### config.mk
export PLATFORM = sky130hd
export DESIGN_NAME = sm3_hash_core_flat
export DESIGN_NICKNAME = d
export VERILOG_FILES = /design/src/hdl/sm3_pkg.sv /design/src/hdl/sm3_if.sv /design/src/hdl/sm3_front.sv /design/src/hdl/sm3_back.sv /design/src/hdl/sm3_hash_core.sv /design/src/flat_wrapper.sv
export VERILOG_INCLUDE_DIRS = /design/src /design/src/hdl
export SDC_FILE = /design/constraint.sdc
export NUM_CORES = 2
export LEC_CHECK = 0
export ABC_AREA = 1
export BUFFER_PORTS_ARGS = -buffer_cell sky130_fd_sc_hd__buf_4
export CAP_MARGIN = 20
export CORE_MARGIN = 2
export CORE_UTILIZATION = 41
export CTS_CLUSTER_DIAMETER = 30
export DETAILED_ROUTE_END_ITERATION = 8
export PLACE_DENSITY_LB_ADDON = 0.12
export SETUP_SLACK_MARGIN = 0.5
export SLEW_MARGIN = 20
export SYNTH_ARGS = -nofsm -noshare
export SYNTH_HDL_FRONTEND = slang
export SYNTH_HIERARCHICAL = 1
export SYNTH_SLANG_ARGS = --single-unit
### constraint.sdc
create_clock -name i_clk -period 14.5 [get_ports i_clk]
set_clock_uncertainty 0.05 [all_clocks]
set_input_delay 1.45 -clock i_clk [delete_from_list [all_inputs] [get_ports i_clk]]
set_output_delay 1.45 -clock i_clk [all_outputs]
set_load 0.01 [all_outputs]
### src/hdl/assert_macros.svh
// Assertion macros shared by the SM3 hash core.
// No dependencies.
`ifndef ASSERT_MACROS_SVH
`define ASSERT_MACROS_SVH
`define ASSERT_IMPL(label, clk, rst_n, ante, cons) \
    label: assert property (@(posedge clk) disable iff (!rst_n) (ante) |-> (cons)) \
        else $error("assertion failed");
`define ASSERT_NEXT(label, clk, rst_n, ante, cons) \
    label: assert property (@(posedge clk) disable iff (!rst_n) (ante) |=> (cons)) \
        else $error("assertion failed");
`endif

### src/hdl/sm3_pkg.sv
// Package for the SM3 hash core: constants, word types and round functions.
// No dependencies.
package sm3_pkg;
    localparam logic [31:0] TJ_LOW  = 32'h79cc4519;
    localparam logic [31:0] TJ_HIGH = 32'h7a879d8a;
    localparam logic [7:0]  PAD     = 8'h80;
    localparam logic [255:0] IV = {32'h7380166f, 32'h4914b2b9, 32'h172442d7, 32'hda8a0600,
                                   32'ha96f30bc, 32'h163138aa, 32'he38dee4d, 32'hb0fb0e4e};

    typedef struct packed {
        logic [31:0] message_word;
        logic [2:0]  byte_count;
        logic        final_word;
    } t_in_word;

    typedef struct packed {
        logic [31:0] digest_word;
        logic        last_word;
    } t_out_word;

    typedef struct packed {
        logic [31:0] word;
        logic        fin;
        logic [2:0]  nbytes;
    } t_cmd;

    function automatic logic [31:0] rol(input logic [31:0] x, input logic [4:0] n);
        logic [63:0] d;
        d = {x, x} << n;
        return d[63:32];
    endfunction

    function automatic logic [31:0] p0(input logic [31:0] x);
        return x ^ rol(x, 5'd9) ^ rol(x, 5'd17);
    endfunction

    function automatic logic [31:0] p1(input logic [31:0] x);
        return x ^ rol(x, 5'd15) ^ rol(x, 5'd23);
    endfunction
endpackage

### src/hdl/sm3_if.sv
// Valid/ready channel interface carrying one word of payload.
// Depends on nothing; payload type is a parameter.
interface sm3_if #(parameter type T = logic [31:0]);
    logic valid;
    logic ready;
    T     data;
    modport source (output valid, output data, input ready);
    modport sink   (input valid, input data, output ready);
endinterface

### src/hdl/sm3_front.sv
// Front end: accepts input words, clamps byte counts, two-entry queue.
// Depends on sm3_pkg.
module sm3_front (
    input  logic               i_clk,
    input  logic               i_rst_n,
    input  logic               i_valid,
    output logic               o_ready,
    input  logic [31:0]        i_word,
    input  logic [2:0]         i_nbytes,
    input  logic               i_fin,
    output logic               o_valid,
    input  logic               i_ready,
    output sm3_pkg::t_cmd      o_cmd
);
    sm3_pkg::t_cmd r_q [2];
    logic [1:0] r_cnt;
    logic       r_rd, r_wr;
    sm3_pkg::t_cmd w_in;
    logic push, pop;

    always_comb begin
        w_in.word   = i_word;
        w_in.fin    = i_fin;
        w_in.nbytes = (!i_fin || i_nbytes > 3'd4) ? 3'd4 : i_nbytes;
    end

    assign o_ready = (r_cnt != 2'd2);
    assign o_valid = (r_cnt != 2'd0);
    assign o_cmd   = r_q[r_rd];
    assign push    = i_valid && o_ready;
    assign pop     = o_valid && i_ready;

    always_ff @(posedge i_clk) begin
        if (!i_rst_n) begin
            r_cnt <= 2'd0;
            r_rd  <= 1'b0;
            r_wr  <= 1'b0;
        end else begin
            if (push) begin
                r_wr <= ~r_wr;
            end
            if (pop) begin
                r_rd <= ~r_rd;
            end
            r_cnt <= r_cnt + {1'b0, push} - {1'b0, pop};
        end
        if (push) begin
            r_q[r_wr] <= w_in;
        end
    end
endmodule

### src/hdl/sm3_back.sv
// Back end: block buffer, padding, expansion window and one round per cycle.
// Depends on sm3_pkg.
module sm3_back (
    input  logic          i_clk,
    input  logic          i_rst_n,
    input  logic          i_valid,
    output logic          o_ready,
    input  sm3_pkg::t_cmd i_cmd,
    output logic          o_valid,
    input  logic          i_ready,
    output logic [31:0]   o_digest,
    output logic          o_last
);
    typedef enum logic [4:0] {
        S_IDLE = 5'b00001,
        S_FILL = 5'b00010,
        S_RND  = 5'b00100,
        S_FIN  = 5'b01000,
        S_OUT  = 5'b10000
    } t_state;

    t_state r_st;
    logic [31:0] r_w [16];
    logic [31:0] r_v [8];
    logic [31:0] r_cv [8];
    logic [3:0]  r_fill;
    logic [63:0] r_len;
    logic [5:0]  r_j;
    logic        r_fin, r_last_blk;
    logic [2:0]  r_k;
    logic [31:0] r_tr;
    // A padding block runs without length only when the pad word landed past word 13.
    logic        r_xtra;

    logic [31:0] w_pad, a12, ss1, ss2, ff, gg, tt1, tt2, wn;
    logic [31:0] n_v [8];
    logic [2:0]  nb;

    assign o_ready  = (r_st == S_IDLE);
    assign o_valid  = (r_st == S_OUT);
    assign o_digest = r_cv[r_k];
    assign o_last   = (r_k == 3'd7);
    assign nb       = i_cmd.nbytes;

    always_comb begin
        w_pad = ((nb == 3'd0) ? 32'd0 : (i_cmd.word & (32'hffffffff << (6'd32 - {nb, 3'b000}))))
              | ({24'd0, sm3_pkg::PAD} << (5'd24 - {nb[1:0], 3'b000}));
        a12 = sm3_pkg::rol(r_v[0], 5'd12);
        ss1 = sm3_pkg::rol(a12 + r_v[4] + r_tr, 5'd7);
        ss2 = ss1 ^ a12;
        if (r_j < 6'd16) begin
            ff = r_v[0] ^ r_v[1] ^ r_v[2];
            gg = r_v[4] ^ r_v[5] ^ r_v[6];
        end else begin
            ff = (r_v[0] & r_v[1]) | (r_v[0] & r_v[2]) | (r_v[1] & r_v[2]);
            gg = (r_v[4] & r_v[5]) | (~r_v[4] & r_v[6]);
        end
        tt1 = ff + r_v[3] + ss2 + (r_w[0] ^ r_w[4]);
        tt2 = gg + r_v[7] + ss1 + r_w[0];
        wn  = sm3_pkg::p1(r_w[0] ^ r_w[7] ^ sm3_pkg::rol(r_w[13], 5'd15))
            ^ sm3_pkg::rol(r_w[3], 5'd7) ^ r_w[10];
        n_v[0] = tt1;
        n_v[1] = r_v[0];
        n_v[2] = sm3_pkg::rol(r_v[1], 5'd9);
        n_v[3] = r_v[2];
        n_v[4] = sm3_pkg::p0(tt2);
        n_v[5] = r_v[4];
        n_v[6] = sm3_pkg::rol(r_v[5], 5'd19);
        n_v[7] = r_v[6];
    end

    always_ff @(posedge i_clk) begin
        if (!i_rst_n) begin
            r_st   <= S_IDLE;
            r_fill <= 4'd0;
            r_len  <= 64'd0;
            r_k    <= 3'd0;
            for (int i = 0; i < 8; i++) begin
                r_cv[i] <= sm3_pkg::IV[255 - 32*i -: 32];
            end
        end else begin
            case (r_st)
                S_IDLE: begin
                    if (i_valid) begin
                        r_fin <= i_cmd.fin;
                        if (nb == 3'd4) begin
                            r_w[r_fill] <= i_cmd.word;
                            r_len <= r_len + 64'd32;
                            r_fill <= r_fill + 4'd1;
                            if (r_fill == 4'd15) begin
                                r_st <= S_RND;
                                r_last_blk <= 1'b0;
                            end else if (i_cmd.fin) begin
                                r_st <= S_FIN;
                            end
                        end else begin
                            r_w[r_fill] <= w_pad;
                            r_len <= r_len + {58'd0, nb, 3'b000};
                            r_fill <= r_fill + 4'd1;
                            if (r_fill == 4'd15) begin
                                r_st <= S_RND;
                                r_last_blk <= 1'b0;
                            end else begin
                                r_st <= S_FILL;
                            end
                        end
                        for (int i = 0; i < 8; i++) begin
                            r_v[i] <= r_cv[i];
                        end
                        r_j  <= 6'd0;
                        r_tr <= sm3_pkg::TJ_LOW;
                    end
                end
                S_FIN: begin
                    r_w[r_fill] <= {sm3_pkg::PAD, 24'd0};
                    r_fill <= r_fill + 4'd1;
                    if (r_fill == 4'd15) begin
                        r_st <= S_RND;
                        r_last_blk <= 1'b0;
                    end else begin
                        r_st <= S_FILL;
                    end
                    for (int i = 0; i < 8; i++) begin
                        r_v[i] <= r_cv[i];
                    end
                    r_j  <= 6'd0;
                    r_tr <= sm3_pkg::TJ_LOW;
                end
                S_FILL: begin
                    r_fill <= r_fill + 4'd1;
                    if (r_fill == 4'd14 && !r_xtra) begin
                        r_w[14] <= r_len[63:32];
                    end else if (r_fill == 4'd15 && !r_xtra) begin
                        r_w[15] <= r_len[31:0];
                    end else begin
                        r_w[r_fill] <= 32'd0;
                    end
                    if (r_fill == 4'd15) begin
                        r_st <= S_RND;
                        r_last_blk <= !r_xtra;
                    end
                    for (int i = 0; i < 8; i++) begin
                        r_v[i] <= r_cv[i];
                    end
                    r_j  <= 6'd0;
                    r_tr <= sm3_pkg::TJ_LOW;
                end
                S_RND: begin
                    for (int i = 0; i < 8; i++) begin
                        r_v[i] <= n_v[i];
                    end
                    for (int i = 0; i < 15; i++) begin
                        r_w[i] <= r_w[i+1];
                    end
                    r_w[15] <= wn;
                    r_j <= r_j + 6'd1;
                    r_tr <= (r_j == 6'd15) ? sm3_pkg::rol(sm3_pkg::TJ_HIGH, 5'd16)
                                           : sm3_pkg::rol(r_tr, 5'd1);
                    if (r_j == 6'd63) begin
                        r_fill <= 4'd0;
                        for (int i = 0; i < 8; i++) begin
                            r_cv[i] <= r_cv[i] ^ n_v[i];
                        end
                        if (r_last_blk) begin
                            r_st <= S_OUT;
                        end else if (r_fin && r_xtra) begin
                            r_st <= S_FILL;
                        end else if (r_fin) begin
                            r_st <= S_FIN;
                        end else begin
                            r_st <= S_IDLE;
                        end
                    end
                end
                S_OUT: begin
                    if (i_ready) begin
                        r_k <= r_k + 3'd1;
                        if (r_k == 3'd7) begin
                            r_st  <= S_IDLE;
                            r_len <= 64'd0;
                            for (int i = 0; i < 8; i++) begin
                                r_cv[i] <= sm3_pkg::IV[255 - 32*i -: 32];
                            end
                        end
                    end
                end
                default: r_st <= S_IDLE;
            endcase
        end
    end

    always_ff @(posedge i_clk) begin
        if (!i_rst_n) begin
            r_xtra <= 1'b0;
        end else if (r_st == S_RND && r_j == 6'd63) begin
            r_xtra <= 1'b0;
        end else if ((r_st == S_IDLE && i_valid && i_cmd.fin && nb != 3'd4 && r_fill >= 4'd14)
                  || (r_st == S_FIN && r_fill >= 4'd14)) begin
            r_xtra <= 1'b1;
        end
    end
endmodule

### src/hdl/sm3_hash_core.sv
// SM3 hash core top level: front queue and round engine.
// Depends on sm3_pkg, sm3_if, sm3_front, sm3_back and assert_macros.svh.
//
//  channel   dir  payload
//  i_in      in   message_word, byte_count, final_word
//  o_out     out  digest_word, last_word
//
// A non-final word is stored in the block buffer; a word that completes a block
// starts the 64 rounds of compression. A final word adds padding fill, 64 rounds
// (twice when an extra block is needed) and eight output words, which wait while
// o_out.ready is low.
// Reset is synchronous; the chaining value returns to the initial value.
// The two-entry queue keeps accepting words while the rounds run, until both entries are full.
`include "assert_macros.svh"
module sm3_hash_core (
    input  logic i_clk,
    input  logic i_rst_n,
    sm3_if.sink   i_in,
    sm3_if.source o_out
);
    logic          q_valid, q_ready;
    sm3_pkg::t_cmd q_cmd;
    logic [31:0]   dig;
    logic          lst;

    sm3_front u_front (
        .i_clk(i_clk), .i_rst_n(i_rst_n),
        .i_valid(i_in.valid), .o_ready(i_in.ready),
        .i_word(i_in.data.message_word), .i_nbytes(i_in.data.byte_count),
        .i_fin(i_in.data.final_word),
        .o_valid(q_valid), .i_ready(q_ready), .o_cmd(q_cmd)
    );

    sm3_back u_back (
        .i_clk(i_clk), .i_rst_n(i_rst_n),
        .i_valid(q_valid), .o_ready(q_ready), .i_cmd(q_cmd),
        .o_valid(o_out.valid), .i_ready(o_out.ready),
        .o_digest(dig), .o_last(lst)
    );

    assign o_out.data.digest_word = dig;
    assign o_out.data.last_word   = lst;

    `ASSERT_IMPL(a_no_take_busy, i_clk, i_rst_n, o_out.valid, !q_ready)
    `ASSERT_NEXT(a_hold, i_clk, i_rst_n, o_out.valid && !o_out.ready && !lst,
                 o_out.valid)
endmodule

### src/flat_wrapper.sv
// flat-port wrapper written by rule: the top's interface ports become plain ports
module sm3_hash_core_flat 
  (i_clk, i_rst_n, i_in_valid, i_in_data, i_in_ready, o_out_valid, o_out_data, o_out_ready);
  sm3_if #(.T(sm3_pkg::t_in_word)) i_in_i ();
  sm3_if #(.T(sm3_pkg::t_out_word)) o_out_i ();
  input  logic i_clk;
  input  logic i_rst_n;
  input wire logic [$bits(i_in_i.valid)-1:0] i_in_valid;
  input wire logic [$bits(i_in_i.data)-1:0] i_in_data;
  output wire logic [$bits(i_in_i.ready)-1:0] i_in_ready;
  output wire logic [$bits(o_out_i.valid)-1:0] o_out_valid;
  output wire logic [$bits(o_out_i.data)-1:0] o_out_data;
  input wire logic [$bits(o_out_i.ready)-1:0] o_out_ready;
  assign i_in_i.valid = i_in_valid;
  assign i_in_i.data = i_in_data;
  assign i_in_ready = i_in_i.ready;
  assign o_out_valid = o_out_i.valid;
  assign o_out_data = o_out_i.data;
  assign o_out_i.ready = o_out_ready;
  sm3_hash_core u_core (.i_clk(i_clk), .i_rst_n(i_rst_n), .i_in(i_in_i), .o_out(o_out_i));
endmodule
# After elaboration in Yosys (flattened, before gate mapping)
# Memories as Yosys holds them, arrays and structs flattened. A register that Yosys moved wholly into a read port is not among the register bits.
# Cells that the tools add are included.
[op_classes]
addsub = 17
n_mul = 0
div_mod_pow = 0
order_cmp = 3
n_eq_ne = 19
shift = 2
mux = 135
n_bitwise = 81
n_reduce_logical = 29
[ops]
columns = ["op", "count"]
rows = [
  ["two-way mux 32 bit", 51],
  ["XOR 32 bit", 22],
  ["adder 32 bit", 8],
  ["two-way mux 64 bit", 4],
  ["bitwise AND 32 bit", 6],
  ["OR 32 bit", 4],
  ["case mux 64 bit (2 select lines)", 1],
  ["case mux 32 bit (3 select lines)", 1],
  ["adder 64 x 6 -> 64 bit", 1],
  ["adder 64 x 6 -> 64 bit (second input constant)", 1],
  ["two-way mux 1 bit", 55],
  ["two-way mux 5 bit", 9],
  ["OR 1 bit", 45],
  ["inverter 32 bit", 1],
  ["OR reduction 32 bit", 1],
  ["<< shifter 32 x 6 -> 32 bit (first input constant)", 1],
  ["<< shifter 8 x 5 -> 32 bit (first input constant)", 1],
  ["case mux 5 bit (5 select lines)", 1],
  ["two-way mux 4 bit", 5],
  ["case mux 6 bit (3 select lines)", 1],
  ["two-way mux 3 bit", 4],
  ["case mux 4 bit (3 select lines)", 1],
  ["logical AND 1 bit", 10],
  ["AND reduction 3 bit", 3],
  ["other kinds (35)", 49],
]
[word_totals]
regBits = 121
latchBits = 0
mem_bits_rw = 1096
mem_bits_ro = 0
inputBits = 40
output_inout_bits = 35
memories = 4
[memory_table]
columns = ["memory", "depth", "width", "rd", "rd_clocked_by_memory_dff", "write_ports", "line_no", "rtl"]
rows = [
  ["u_core.u_back.r_w", 16, 32, 16, 0, 16, "sm3_back.sv:23", "logic [31:0] r_w [16];"],
  ["u_core.u_back.r_cv", 8, 32, 9, 1, 8, "sm3_back.sv:25", "logic [31:0] r_cv [8];"],
  ["u_core.u_back.r_v", 8, 32, 8, 0, 8, "sm3_back.sv:24", "logic [31:0] r_v [8];"],
  ["u_core.u_front.r_q", 2, 36, 1, 1, 1, "sm3_front.sv:15", "sm3_pkg::t_cmd r_q [2];"],
]

# Longest topological paths before layout
# An unclocked memory read counts as a cell.
[depth]
ltp_word = 13
mapped_depth = 37

# Cells and area by module
# Netlist, hierarchy kept.
[by_module_without_submodules]
columns = ["mod", "n_inst", "cells_each", "area_per_inst_um2", "seq_area_each_um2"]
rows = [
  ["sm3_back", 1, 7244, 65162.5, 32210.9],
  ["sm3_front", 1, 155, 3017.9, 2262.2],
  ["sm3_hash_core", 1, 1, 7.5, 0.0],
]

# Least setup slack after synthesis
# OpenSTA, ideal clock, no wires.
[synth_path]
kind = "input to register"
startpoint = "input i_rst_n"
endpoint = "memory u_core.u_back.r_v[1][0] (netlist: u_core/u_back/r_v[0][32]) (enable)"
setup_time_ns = 0.668
t_arrival_ns = 8.535
required_time_ns = 13.782
slack_ns = 5.247
cell_stages = 4
path_buffers = 2
cell_sequence = "inv_1 -> clkbuf_1 -> clkbuf_1 -> nor3_1"
[synth_lines]
columns = ["item", "line_no", "rtl"]
rows = [
  ["start: declaration", "flat_wrapper.sv:7", "input logic i_rst_n;"],
  ["end: declaration", "sm3_back.sv:24", ""],
]

==> metrics <==
portion of the post-synthesis area used by sequential elements=around half; max-cap viol count=0; data required time at the worst endpoint=between 15000 and 20000 ps; Filler Cells Inserted=15300; post-detailed-route wirelength per cell=26.0 µm; number of top-level pins=75; largest net degree at the start of global routing=about 180; unrepaired setup endpoints after global routing=false; source of the critical timing path=u_core/u_back/r_v[0][21]$_DFFE_PP_; Mapped Area=about 68000 µm²; final hold vios=0; FF+latch count, synth=1218; Critical R2R Launch=u_core/u_back/r_v[0][21]$_DFFE_PP_; clock latency of the later-clocked register in the worst-skew pair=930 ps; largest fanout on the critical path=5; fraction of the mapped netlist area in compound gates=~10%; critical path launch point type=flip-flop; proportion of synthesized area in mux cells=less than 1%; syn avg cell area=9.21 µm²; number of sinks driven by the clock tree=1218; post-CTS clock slew at the launch and capture registers of the worst setup and hold paths=40 ps; height of the chip=between 400 and 500 µm; number of antenna violations at the first check in global routing=4; vias in the first global route=between 50000 and 60000; via density per instance=between 5 and 6; Core Rows=between 100 and 150; count of input and output buffers=74; layout overhead on the synthesized area=20.9%; normalized max-slew margin=between 10% and 20%; instance count of the mapped netlist=7400; # H-tree levels=5; buffer count from post-CTS setup fixing=0; drt first-iter violations=between 5000 and 6000; outcome=completed; predominant post-synthesis flop cell=sky130_fd_sc_hd__edfxtp_1; post-synth net total=7742; remaining number of nets flagged by the antenna check after routing=0; Final Max Tran Viols=0; final-layout setup total negative slack=0 ps; Synth Area in Adders=7.62%; path type of the worst setup path=flip-flop to flip-flop; number of distinct library cells after synthesis=70; global-route usage over all layers=between 30% and 40%; gpl congestion=just over 1; largest family of logic cells by synthesized area=simple AND/OR/NAND/NOR gates; wire length reported by the detailed router=approximately 260000 µm; Yosys warning count=6; wire length of the first global-routing pass=around 370000 µm; First-pass DRT Iterations=6; post-route fraction of the period consumed by the critical path=roughly 53%; TritonCTS clock tree=built; CTS max path bufs=4; final setup vio count=0; endpoint class of the critical path=flip-flop; Worst Tran Pin Value=about 1200 ps; final worst path period need=7690 ps; timing-limited maximum frequency=between 100 and 150 MHz; initial core utilization=about two fifths; share of flip-flops with an asynchronous set or reset=0%; number of buffers added to fix hold violations after cts=0; xor-xnor portion of the synthesized cell area=under 10%; area of the core=around 160000 µm²; aggregate global routing overflow=0; count of cells resized by post-cts repair=0; critical path arrival=8260 ps; detailed-route DRC error count=0; number of enable flip-flop cells after synthesis=1008; layout cell share with drive strength beyond 1=11.1%; DP HPWL=~190000 µm; Chip Width=between 400 and 500 µm; basic-gate share of the synthesized area counting and, or, nand and nor cells=18.8%; total vias in the final route=between 50000 and 60000; number of clock buffers inserted by TritonCTS=around 350; die area=around 170000 µm²; hold_sp=u_core/u_back/r_cv[7][30]$_SDFFE_PP0P_; type of the most critical hold path=flip-flop to flip-flop; library cell used as clock root buffer=sky130_fd_sc_hd__clkbuf_16; net count reported at finish=7946
## area by class of cell
cell class	instances	area [µm²]	share of cell area (%)
clock buffers	417	9210	11.2
multi-input cells	5119	29800	36.1
well taps	2189	2740	3.32
inverters	750	2830	3.43
repair buffers	170	1290	1.57
clock inverters	190	2110	2.55
diodes	4	10.0	0.0121
flip-flops and latches	1218	34500	41.8
## synthesized netlist by cell type (4+ instances only)
master	n	share of area (%)
sky130_fd_sc_hd__a211oi_1	6	0.066
sky130_fd_sc_hd__a21o_1	10	0.11
sky130_fd_sc_hd__a21oi_1	416	3.1
sky130_fd_sc_hd__a221oi_1	31	0.40
sky130_fd_sc_hd__a31oi_1	51	0.47
sky130_fd_sc_hd__buf_1	30	0.17
sky130_fd_sc_hd__buf_2	79	0.58
sky130_fd_sc_hd__buf_4	21	0.23
sky130_fd_sc_hd__buf_6	7	0.12
sky130_fd_sc_hd__clkbuf_1	171	0.94
sky130_fd_sc_hd__dfxtp_1	210	6.2
sky130_fd_sc_hd__edfxtp_1	1008	44
sky130_fd_sc_hd__fa_1	189	5.5
sky130_fd_sc_hd__ha_1	113	2.1
sky130_fd_sc_hd__inv_1	729	4.0
sky130_fd_sc_hd__inv_2	18	0.099
sky130_fd_sc_hd__mux2_2	6	0.099
sky130_fd_sc_hd__mux2_4	30	0.66
sky130_fd_sc_hd__mux2i_1	9	0.13
sky130_fd_sc_hd__nand2_1	2162	12
sky130_fd_sc_hd__nand2_2	11	0.10
sky130_fd_sc_hd__nand3_1	329	2.4
sky130_fd_sc_hd__nand3b_1	16	0.18
sky130_fd_sc_hd__nand4_1	56	0.51
sky130_fd_sc_hd__nand4_2	8	0.15
sky130_fd_sc_hd__nand4_4	13	0.41
sky130_fd_sc_hd__nor2_1	318	1.8
sky130_fd_sc_hd__nor2_2	11	0.10
sky130_fd_sc_hd__nor3_1	66	0.48
sky130_fd_sc_hd__nor3b_1	4	0.044
sky130_fd_sc_hd__nor4_1	19	0.17
sky130_fd_sc_hd__o211ai_1	63	0.69
sky130_fd_sc_hd__o21a_1	29	0.32
sky130_fd_sc_hd__o21ai_0	617	4.5
sky130_fd_sc_hd__o21ai_1	6	0.044
sky130_fd_sc_hd__o21bai_1	9	0.099
sky130_fd_sc_hd__o31ai_1	18	0.20
sky130_fd_sc_hd__or2_1	6	0.055
sky130_fd_sc_hd__or2_2	28	0.26
sky130_fd_sc_hd__xnor2_1	179	2.3
sky130_fd_sc_hd__xor2_1	250	3.2
sky130_fd_sc_hd__xor2_2	5	0.12
## layout by cell type, fill, tap and decap left out, types with 168 or more instances in the layout
cell type,netlist,routed
sky130_fd_sc_hd__nand2_1,2162,2160
sky130_fd_sc_hd__nor2_1,318,315
sky130_fd_sc_hd__inv_1,729,729
sky130_fd_sc_hd__buf_4,21,168
sky130_fd_sc_hd__nand3_1,329,329
sky130_fd_sc_hd__xnor2_1,179,178
sky130_fd_sc_hd__xor2_1,250,250
sky130_fd_sc_hd__o21ai_0,617,615
sky130_fd_sc_hd__a21oi_1,416,416
sky130_fd_sc_hd__fa_1,189,189
sky130_fd_sc_hd__clkbuf_16,0,350
sky130_fd_sc_hd__edfxtp_1,1008,1008
sky130_fd_sc_hd__dfxtp_1,210,207
## critical path, stage by stage (launching register included)
cell                       delay [ps]
sky130_fd_sc_hd__edfxtp_1         470
sky130_fd_sc_hd__inv_1            160
sky130_fd_sc_hd__fa_1             440
sky130_fd_sc_hd__inv_1             90
sky130_fd_sc_hd__ha_1             170
sky130_fd_sc_hd__inv_1             50
sky130_fd_sc_hd__fa_1             420
sky130_fd_sc_hd__o31ai_1          570
sky130_fd_sc_hd__nand3_1          160
sky130_fd_sc_hd__nand3_1          200
sky130_fd_sc_hd__a21oi_1          180
sky130_fd_sc_hd__xor2_1           370
sky130_fd_sc_hd__xnor2_1          220
sky130_fd_sc_hd__inv_1            120
sky130_fd_sc_hd__fa_1             450
sky130_fd_sc_hd__fa_1             430
sky130_fd_sc_hd__inv_1             70
sky130_fd_sc_hd__ha_1             430
sky130_fd_sc_hd__inv_1            110
sky130_fd_sc_hd__fa_1             490
sky130_fd_sc_hd__o31ai_1          670
sky130_fd_sc_hd__a21oi_1          300
sky130_fd_sc_hd__or3b_1           480
sky130_fd_sc_hd__nand3_1          120
sky130_fd_sc_hd__nand2_1           70
sky130_fd_sc_hd__nand2_1           60
sky130_fd_sc_hd__nand3_1           60
## final timing paths
check                                                          endpoint  slack, ps  cells after the start
worst max-delay path            u_core/u_back/r_cv[0][29]$_SDFFCE_PN1P_       6810                     26
worst min-delay path             u_core/u_back/r_cv[7][30]$_SDFFE_PP0P_        380                      1
worst max register to register  u_core/u_back/r_cv[0][29]$_SDFFCE_PN1P_       6810                     26
worst min register to register   u_core/u_back/r_cv[7][30]$_SDFFE_PP0P_        380                      1
## metal layers
layer	part of all wire, %	track usage, %	up-vias
li1	-	-	25300
met1	41	39.4	26700
met2	47	49.9	2161
met3	6.5	4.99	498
met4	5.4	15.1	0
met5	0	0	-
## registers in the layout (all words and copies together) (netlist names), named ones only
| signal | cells |
|---|---|
| u_core/u_back/r_w | 512 |
| u_core/u_back/r_fill | 4 |
| u_core/u_front/r_cnt | 2 |
| u_core/u_back/r_last_blk | 1 |
| u_core/u_front/r_q | 72 |
| u_core/u_back/r_cv | 256 |
| u_core/u_back/r_k | 3 |
| u_core/u_back/r_v | 256 |
| u_core/u_back/r_tr | 32 |
| u_core/u_front/r_wr | 1 |
| u_core/u_front/r_rd | 1 |
| u_core/u_back/r_fin | 1 |
| u_core/u_back/r_st | 5 |
| u_core/u_back/r_xtra | 1 |
| u_core/u_back/r_j | 6 |
| u_core/u_back/r_len | 61 |
## per-stage QoR
step | setup slack (ps) | util (%) | hold slack (ps) | std cells | cell area [µm²]
after global placement | 6930 | 43.1 | 371 | 9444 | 71100
final | 6810 | 50.0 | 383 | 10100 | 82400
after detailed placement | 6980 | 43.1 | 380 | 9446 | 71100
after CTS | 6970 | 49.9 | 385 | 10100 | 82400
after global routing | 6640 | 49.9 | 405 | 10100 | 82400
after floorplan | 5250 | - | 362 | 7400 | 68200
## logic make-up (layout without fill, tap and decap cells)
| kind of cell | count (synthesis) | in the layout |
|---|---|---|
| other | 0 | 4 |
| multiplexers | 45 | 45 |
| buffers and inverters | 1063 | 1527 |
| AND/OR/NAND/NOR | 3064 | 3064 |
| XOR/XNOR | 434 | 434 |
| AO/OA/AOI/OAI | 1274 | 1274 |
| adder cells (fa/ha/maj) | 302 | 302 |
| flip-flops | 1218 | 1218 |
Power is not shown: default switching activity piles up to over one toggle a cycle in this logic, so the estimate is an artifact.
